## src/hw/rtl/cce_pkg.sv

```systemverilog
// Shared types, constants and elaboration-time tables for the CRC32C combine engine.
// Used by cce_mulmod, cce_ctrl and crc32c_combine_engine_unit; depends on nothing.
package cce_pkg;

  localparam int LENGTH_BITS_DEF = 64;
  localparam int TAB_DEPTH       = 64;
  localparam int TAB_IDX_W       = 6;

  localparam logic [31:0] POLY_REFL   = 32'h82F63B78;
  localparam logic [31:0] X_POW_0     = 32'h80000000;
  localparam logic [31:0] X_POW_8     = 32'h00800000;
  localparam logic [31:0] X_POW_NEG_8 = 32'hfde39562;

  typedef enum logic [1:0] {
    ST_IDLE,
    ST_SCAN,
    ST_FINAL
  } state_t;

  typedef enum logic [1:0] {
    OP_EXTEND = 2'd0,
    OP_APPEND = 2'd1,
    OP_XOR    = 2'd2,
    OP_NONE   = 2'd3
  } opcode_t;

  typedef struct packed {
    logic load;
    logic scan;
    logic fin;
  } ctl_t;

  typedef logic [31:0][31:0]        fold_tab_t;
  typedef logic [TAB_DEPTH-1:0][31:0] pow_tab_t;

  function automatic logic [31:0] reduce_c(input logic [63:0] v);
    logic [31:0] r;
    r = v[31:0];
    for (int i = 0; i < 32; i++) begin
      r = r[0] ? ((r >> 1) ^ POLY_REFL) : (r >> 1);
    end
    return r ^ v[63:32];
  endfunction

  function automatic logic [63:0] clmul_c(input logic [31:0] a, input logic [31:0] b);
    logic [63:0] sh;
    logic [63:0] acc;
    sh  = {b, 32'h0};
    acc = '0;
    for (int i = 0; i < 32; i++) begin
      if (a[31-i]) begin
        acc = acc ^ sh;
      end
      sh = sh >> 1;
    end
    return acc;
  endfunction

  function automatic fold_tab_t fold_table();
    fold_tab_t t;
    for (int i = 0; i < 32; i++) begin
      t[i] = reduce_c({32'h0, 32'h1 << i});
    end
    return t;
  endfunction

  function automatic pow_tab_t pow_table(input logic [31:0] seed);
    pow_tab_t    t;
    logic [31:0] p;
    p = seed;
    for (int k = 0; k < TAB_DEPTH; k++) begin
      t[k] = p;
      p    = reduce_c(clmul_c(p, p));
    end
    return t;
  endfunction

  localparam fold_tab_t FOLD    = fold_table();
  localparam pow_tab_t  POW_POS = pow_table(X_POW_8);
  localparam pow_tab_t  POW_NEG = pow_table(X_POW_NEG_8);

endpackage

```

## src/hw/rtl/cce_mulmod.sv

```systemverilog
// Shared carry-less multiply with reduction modulo the reflected CRC32C polynomial.
// Depends on cce_pkg for the fold constants.
module cce_mulmod (
  input  logic [31:0] a,
  input  logic [31:0] b,
  output logic [31:0] p
);

  logic [63:0] prod;
  logic [31:0] red;

  always_comb begin
    prod = '0;
    for (int i = 0; i < 32; i++) begin
      if (a[31-i]) begin
        prod = prod ^ ({b, 32'h0} >> i);
      end
    end
  end

  always_comb begin
    red = prod[63:32];
    for (int i = 0; i < 32; i++) begin
      if (prod[i]) begin
        red = red ^ cce_pkg::FOLD[i];
      end
    end
  end

  assign p = red;

endmodule

```

## src/hw/rtl/cce_ctrl.sv

```systemverilog
// Sequencer for the combine engine: idle, one scan step per length bit, final multiply.
// Depends on cce_pkg for the state and control types.
module cce_ctrl #(
  parameter int LENGTH_BITS = cce_pkg::LENGTH_BITS_DEF,
  localparam int KW         = $clog2(LENGTH_BITS)
) (
  input  logic          clk,
  input  logic          rst,
  input  logic          start,
  output logic          busy,
  output cce_pkg::ctl_t ctl,
  output logic [KW-1:0] k
);

  cce_pkg::state_t state;
  cce_pkg::state_t state_next;
  logic            last;

  assign last = (k == KW'(LENGTH_BITS - 1));

  always_ff @(posedge clk) begin
    if (rst) begin
      state <= cce_pkg::ST_IDLE;
      k     <= '0;
    end else begin
      state <= state_next;
      if (ctl.load) begin
        k <= '0;
      end else if (ctl.scan) begin
        k <= k + 1'b1;
      end
    end
  end

  always_comb begin
    state_next = state;
    case (state)
      cce_pkg::ST_IDLE: begin
        if (start) state_next = cce_pkg::ST_SCAN;
      end
      cce_pkg::ST_SCAN: begin
        if (last) state_next = cce_pkg::ST_FINAL;
      end
      cce_pkg::ST_FINAL: begin
        state_next = cce_pkg::ST_IDLE;
      end
      default: begin
        state_next = cce_pkg::ST_IDLE;
      end
    endcase
  end

  always_comb begin
    ctl  = '0;
    busy = 1'b1;
    case (state)
      cce_pkg::ST_IDLE: begin
        busy     = 1'b0;
        ctl.load = start;
      end
      cce_pkg::ST_SCAN: begin
        ctl.scan = 1'b1;
      end
      cce_pkg::ST_FINAL: begin
        ctl.fin = 1'b1;
      end
      default: begin
        busy = 1'b0;
      end
    endcase
  end

endmodule

```

## src/hw/rtl/crc32c_combine_engine_unit.sv

```systemverilog
// Top level of the CRC32C combine engine: operand registers and result register.
// Depends on cce_pkg, cce_mulmod and cce_ctrl.
//
// An item is taken when start is high and busy is low. The engine then scans the
// byte length one bit per cycle through the single shared multiply-reduce unit,
// against constant power tables, and ends with the final multiply. Busy stays high
// through the scan and the final multiply. done is high for a single cycle; crc_out
// is valid from that cycle on until the next item's final multiply, and the receiver
// cannot stall it. A new item may be started in the same cycle that done is high.
module crc32c_combine_engine_unit #(
  parameter int LENGTH_BITS = cce_pkg::LENGTH_BITS_DEF,
  localparam int KW         = $clog2(LENGTH_BITS)
) (
  input  logic               clk,
  input  logic               rst,
  input  logic               start,
  output logic               busy,
  input  logic [1:0]         opcode,
  input  logic [31:0]        crc_a,
  input  logic [31:0]        crc_b,
  input  logic signed [63:0] length,
  output logic               done,
  output logic [31:0]        crc_out
);

  cce_pkg::ctl_t     ctl;
  logic [KW-1:0]     k;
  cce_pkg::opcode_t  op;
  logic [31:0]       ra;
  logic [31:0]       rb;
  logic [LENGTH_BITS-1:0] mag;
  logic              neg;
  logic [31:0]       acc;

  logic [63:0]       len_u;
  logic [63:0]       len_neg;
  logic              neg_in;
  logic [31:0]       tab_entry;
  logic [31:0]       fin_operand;
  logic [31:0]       mul_a;
  logic [31:0]       mul_b;
  logic [31:0]       mm;
  logic [31:0]       result;

  assign len_u   = $unsigned(length);
  assign len_neg = 64'h0 - len_u;
  assign neg_in  = (cce_pkg::opcode_t'(opcode) == cce_pkg::OP_EXTEND)
                 && (len_u[63] || (len_u == 64'h0));

  assign tab_entry = neg ? cce_pkg::POW_NEG[cce_pkg::TAB_IDX_W'(k)]
                         : cce_pkg::POW_POS[cce_pkg::TAB_IDX_W'(k)];

  always_comb begin
    case (op)
      cce_pkg::OP_EXTEND: fin_operand = ~ra;
      cce_pkg::OP_APPEND: fin_operand = ra;
      default:            fin_operand = 32'hFFFFFFFF;
    endcase
  end

  assign mul_a = ctl.fin ? fin_operand : acc;
  assign mul_b = ctl.fin ? acc : tab_entry;

  cce_mulmod u_mulmod (
    .a (mul_a),
    .b (mul_b),
    .p (mm)
  );

  cce_ctrl #(
    .LENGTH_BITS (LENGTH_BITS)
  ) u_ctrl (
    .clk   (clk),
    .rst   (rst),
    .start (start),
    .busy  (busy),
    .ctl   (ctl),
    .k     (k)
  );

  always_comb begin
    case (op)
      cce_pkg::OP_EXTEND: result = ~mm;
      cce_pkg::OP_APPEND: result = mm ^ rb;
      cce_pkg::OP_XOR:    result = ra ^ rb ^ ~mm;
      default:            result = ra;
    endcase
  end

  always_ff @(posedge clk) begin
    if (ctl.load) begin
      op  <= cce_pkg::opcode_t'(opcode);
      ra  <= crc_a;
      rb  <= crc_b;
      neg <= neg_in;
      mag <= neg_in ? len_neg[LENGTH_BITS-1:0] : len_u[LENGTH_BITS-1:0];
      acc <= cce_pkg::X_POW_0;
    end else if (ctl.scan && mag[k]) begin
      acc <= mm;
    end
    if (ctl.fin) begin
      crc_out <= result;
    end
  end

  always_ff @(posedge clk) begin
    if (rst) begin
      done <= 1'b0;
    end else begin
      done <= ctl.fin;
    end
  end

endmodule
```

## config.mk

```make
export PLATFORM = sky130hd
export DESIGN_NAME = crc32c_combine_engine_unit
export DESIGN_NICKNAME = d
export VERILOG_FILES = /design/src/hw/rtl/cce_pkg.sv /design/src/hw/rtl/cce_mulmod.sv /design/src/hw/rtl/cce_ctrl.sv /design/src/hw/rtl/crc32c_combine_engine_unit.sv
export SDC_FILE = /design/constraint.sdc
export NUM_CORES = 2
export LEC_CHECK = 0
export BUFFER_PORTS_ARGS = -buffer_cell sky130_fd_sc_hd__buf_2
export CAP_MARGIN = 5
export CORE_MARGIN = 2
export CORE_UTILIZATION = 47
export CTS_BUF_LIST = sky130_fd_sc_hd__clkbuf_4
export DETAILED_ROUTE_END_ITERATION = 7
export PLACE_DENSITY = 0.62
export SYNTH_ARGS = -nofsm -noshare
export SYNTH_HDL_FRONTEND = slang
export SYNTH_SLANG_ARGS = --single-unit
```

## constraint.sdc

```tcl
create_clock -name clk -period 7.5 [get_ports clk]
set_input_delay 0.375 -clock clk [delete_from_list [all_inputs] [get_ports clk]]
set_output_delay 0.375 -clock clk [all_outputs]
set_load 0.02 [all_outputs]
```

Word-level counts from Yosys, hierarchy flattened. Memories as Yosys holds them, arrays and structs flattened. A register that Yosys moved wholly into a read port is not among the register bits. Cells that the tools add are included. W data, S select, Z words.

Output and inout bits: 34. Logic and storage cells: 185. Bits in registers: 204. Bits in latches: 0. Memory bits (read-only): 4096. Memory bits (writable): 0. Memories: 2.

$add $sub $neg: 2. Reductions and logical operators: 10. Eq/ne operators: 7. Magnitude comparators: 1. Shift-type cells: 0. Bitwise gates (word level): 68. Div/mod/pow operators: 0. Multiply operators: 0. Multiplexer cells: 85.

Memory list: (no name shown) (words 64, width 32, rd ports 1, clocked after memory_dff 1, wr ports 0, line crc32c_combine_engine_unit.sv:51) `: cce_pkg::POW_POS[cce_pkg::TAB_IDX_W'(k)];`; (no name shown) (words 64, width 32, rd ports 1, clocked after memory_dff 1, wr ports 0, line crc32c_combine_engine_unit.sv:50) `assign tab_entry = neg ? cce_pkg::POW_NEG[cce_pkg::TAB_IDX_W'(k)]`.

Operators by type and width (number): $mux W64 (33); $mux W32 (24); $not A17 Y17 (16); $mux W31 (7); $not A15 Y15 (12); $mux W30 (4); $pmux W32 S3 (1); $xor A32 B32 Y32 (3); $logic_not A64 Y1 (1); $not A32 Y32 (2); $pmux W32 S2 (1); $sub A1 B64 Y64 const A (1); $xor A64 B33 Y64 (1); $xor A64 B34 Y64 (1); $xor A64 B35 Y64 (1); $xor A64 B36 Y64 (1); $xor A64 B37 Y64 (1); $xor A64 B38 Y64 (1); $xor A64 B39 Y64 (1); $xor A64 B40 Y64 (1); $xor A64 B41 Y64 (1); $xor A64 B42 Y64 (1); $xor A64 B43 Y64 (1); $xor A64 B44 Y64 (1); other kinds (40) (56).

Logic depth before layout (Yosys ltp).
Word-level depth: 134. Depth in mapped cells: 25.

By module. A second synthesis with hierarchy kept.

Cell total of the unflattened synthesis: 4365. Area total of the unflattened synthesis: 33535.9 um^2.

By module, submodules not included: crc32c_combine_engine_unit (cells each 1942, instances 1, area an instance 16726.0 um^2); cce_mulmod (cells each 2376, instances 1, area an instance 16385.7 um^2); cce_ctrl (cells each 47, instances 1, area an instance 424.2 um^2).

Worst setup path after synthesis. No wires, ideal clock.

Path type: register -> register. From: reg u_ctrl.state[0]. To: reg crc_out[18] (data pin). Path slack: 1901 ps. Library setup time: 261 ps. Data arrival time: 5339 ps. Stages on the path, launching flop included: 18. Clock period less this slack: 5599 ps. Path buffers: 2. Data required time: 7239 ps. Cell sequence: dfxtp_1 -> inv_1 -> ha_1 -> buf_6 -> buf_6 -> and2_1 -> o21ai_1 -> a21oi_1 -> xnor3_1 -> xnor3_1 -> xnor3_1 -> xnor3_4 -> xor3_2 -> xor2_1 -> xnor3_2 -> mux2_1 -> o22ai_1 -> a221o_1.

RTL lines: start: declaration (line cce_ctrl.sv:15) `cce_pkg::state_t state;`; start signal: assignment (line cce_ctrl.sv:23) `state <= cce_pkg::ST_IDLE;`; start signal: assignment (line cce_ctrl.sv:26) `state <= state_next;`; end signal: assignment (line crc32c_combine_engine_unit.sv:102) `crc_out <= result;`; end: declaration (line crc32c_combine_engine_unit.sv:23) `output logic [31:0] crc_out`.

==> summary.txt <==
Run status
  • Status: finished, violations left
  • Failing checks: DRC

Worst hold path
  • Worst Hold Class: in2reg

Die
  • Starting density of the core: 0.474
  • Die Area: 82000 µm²
  • Ports: 167
  • Die height: 286 µm
  • Row cnt: 103
  • Die W: 286 µm
  • Core region area: 79000 µm²

Synth
  • Post-Syn Area: 37500 µm²
  • Number of synthesized flops with an enable pin: around 160
  • XOR/XNOR Fraction of Synth Area: 0.351
  • Syn Nets: 4959
  • Most common cell in the netlist: nor2_1
  • Adder-cell share of the synthesized area: 0.00868
  • Compound-Gate Fraction of Synth Area: 0.184
  • Yosys synthesis warning count: 0
  • Synth top cells by count: 908 x nor2_1, 798 x xnor2_1, 395 x nand2_1, 385 x o21ai_0, 250 x xor2_1
  • Mux share of post-synthesis cell area: 0.0369
  • Cell count after synthesis: 4800
  • Post-synth ARST share: 0
  • Mean post-synth cell area: 7.81 µm²
  • Main combinational cell family by area after synthesis: XOR/XNOR gates
  • Synth Register Bits: 268
  • Library cells used by synthesis: 91
  • Synth top area share: 0.186
  • Area contributors post-synth: xnor2_1 19%, edfxtp_1 13%, nor2_1 9.1%, xnor3_1 7.0%, xor2_1 5.8%
  • Post-synthesis sequential area ratio: 0.187
  • Simple-Gate Fraction of Synth Area: 0.179
  • Most common flop cell mapped by yosys: edfxtp_1
  • Synth area leader: xnor2_1

Worst setup path
  • CP required: 8.06 ns
  • Critical Path End Type: flop
  • Maximum fanout along the worst path: 74
  • Critical path arrival: approximately 7.3 ns
  • CP Launch Type: flop
  • Critical path type: reg2reg

Placement
  • Final GP Congestion: roughly 1.1
  • DP Cell Count: 5880
  • Port bufs: ~170
  • DP HPWL: 144 mm

Timing
  • Skew final: 0.0981 ns
  • WHS: 0.271 ns
  • Min Clock Period, post-route: approximately 6.7 ns
  • Period utilization: 0.891
  • Hold Fails Final Rpt: 0
  • RSZ-0062 raised after global routing: false
  • Slew @ Worst Pin: 1.38 ns
  • Final Setup Violations: 0
  • Setup TNS: 0 ns
  • Max_slew headroom: 0.0734
  • Highest Clock Rate: 150 MHz
  • Slew Limit Fails: 0

Clocking
  • CTS tree: built
  • Root buffer cell: clkbuf_4
  • H-tree lvl count: 3
  • Setup Fix Bufs, Post-CTS: 0
  • TritonCTS buffer count: about 70
  • Clock slew at reported path FFs: 0.08 ns
  • Post-CTS sizing: 0
  • Clock Path Buffers: 3
  • Clk Latency, worst-skew pair: around 0.84 ns
  • Cts hold-fix bufs: 151
  • Clk sinks: 268

Route
  • Iter 0 DRT Violations: around 7000
  • Vias/cell: ~6.6
  • DR WL/cell: 33.0 µm
  • Drt first pass iters: 8
  • Detailed-route wire length: about 200 mm
  • Drt drc: 25
  • DR vias: 40700
  • ANT nets after route: 0

Global routing
  • First-pass GRT wire length: around 280 mm
  • Vias in the first global route: 38300
  • Aggregate global-route resource usage: 0.481
  • Initial antenna violation count: 10
  • Largest net degree at the start of global routing: 84
  • Total gr overflow: 0

Final layout
  • Number of fill cells in the layout: around 7400
  • Nets: 5211
  • Final std cells w/o fill: roughly 6000
  • Synth-to-Final Area Change: 13.1%
  • Share of cells above drive strength 1: 0.138

Flow run
  • Max_cap viols: 0
[stage by stage]
stage	utilization	setup slack (ns)	cell area (µm²)
6_report	0.537	0.817	42400
5_1_grt	0.537	0.884	42400
4_1_cts	0.536	1.22	42400
3_5_place_dp	0.506	1.26	40000
3_3_place_gp	0.506	1.28	40000
2_1_floorplan	-	1.90	37500
[cell type report]
type	count	area (µm²)	share of cell area
multi-input cells	4079	28700	0.676
clock inverters	29	214	0.00505
repair buffers	563	4230	0.0997
well taps	1050	1310	0.0310
flip-flops and latches	268	7000	0.165
inverters	72	270	0.00637
clock buffers	91	683	0.0161
diodes	10	25.0	0.000590
[cell usage in the layout, fill, tap and decap left out, types with 18 or more instances in the layout]
cell type	n
nand2b_1	48
o31ai_1	27
a22oi_1	20
a31oi_1	38
and2_1	19
o22ai_1	95
o22ai_2	29
clkbuf_4	91
ha_1	25
o211ai_1	18
a221oi_1	21
mux2_2	22
xnor3_1	116
nand3_1	54
o221ai_1	32
or3_1	22
inv_1	64
edfxtp_1	163
xor2_1	250
o21ai_0	385
nor3_1	63
dfxtp_1	104
o311ai_0	22
buf_2	166
nand2_1	391
nor2_1	908
xnor2_1	792
a211oi_1	67
clkinv_1	21
a21o_1	19
mux2i_1	49
a21oi_1	221
buf_4	243
nor4_1	18
xnor2_2	29
dlygate4sd3_1	151
[critical path, cell delays in order (launching register included)]
cell,delay [ns]
dfxtp_1,0.32
inv_1,0.15
ha_4,0.50
buf_12,0.41
nand2b_1,0.84
o21ai_1,0.16
nand2_1,0.12
xnor2_1,0.10
xnor2_1,0.61
xnor2_1,0.21
xnor3_2,0.58
xor3_1,0.59
xnor3_1,0.46
xnor2_1,0.80
a21oi_1,0.13
nor3_1,0.27
nand3_1,0.11
[path summary, 6_finish.rpt]
check	slack (ns)	to	from	cells past startpoint
setup / recovery	0.82	crc_out[5]	u_ctrl.state[0]	16
hold / removal	0.27	ra[5]	crc_a[5]	2
setup reg to reg	0.82	crc_out[5]	u_ctrl.state[0]	16
hold reg to reg	0.57	u_ctrl.state[1]	u_ctrl.state[1]	2
[logic make-up after synthesis]
group	count (synthesis)
and+or+nand+nor	1610
xor gates and xnor gates	1228
AOI/OAI and AO/OA	1106
buffers and inverters	453
DFF	268
muxes	109
adders and majority gates	26
[routing by layer]
layer | global-route usage | share of wire | vias to the layer above
met1 | 0.607 | 0.36 | 19200
met4 | 0.284 | 0.074 | 6
met2 | 0.713 | 0.42 | 3635
met3 | 0.163 | 0.15 | 886
met5 | 0 | 0.00030 | -
li1 | - | - | 17000
Power is not shown: default switching activity piles up to over one toggle a cycle in this logic, so the estimate is an artifact.
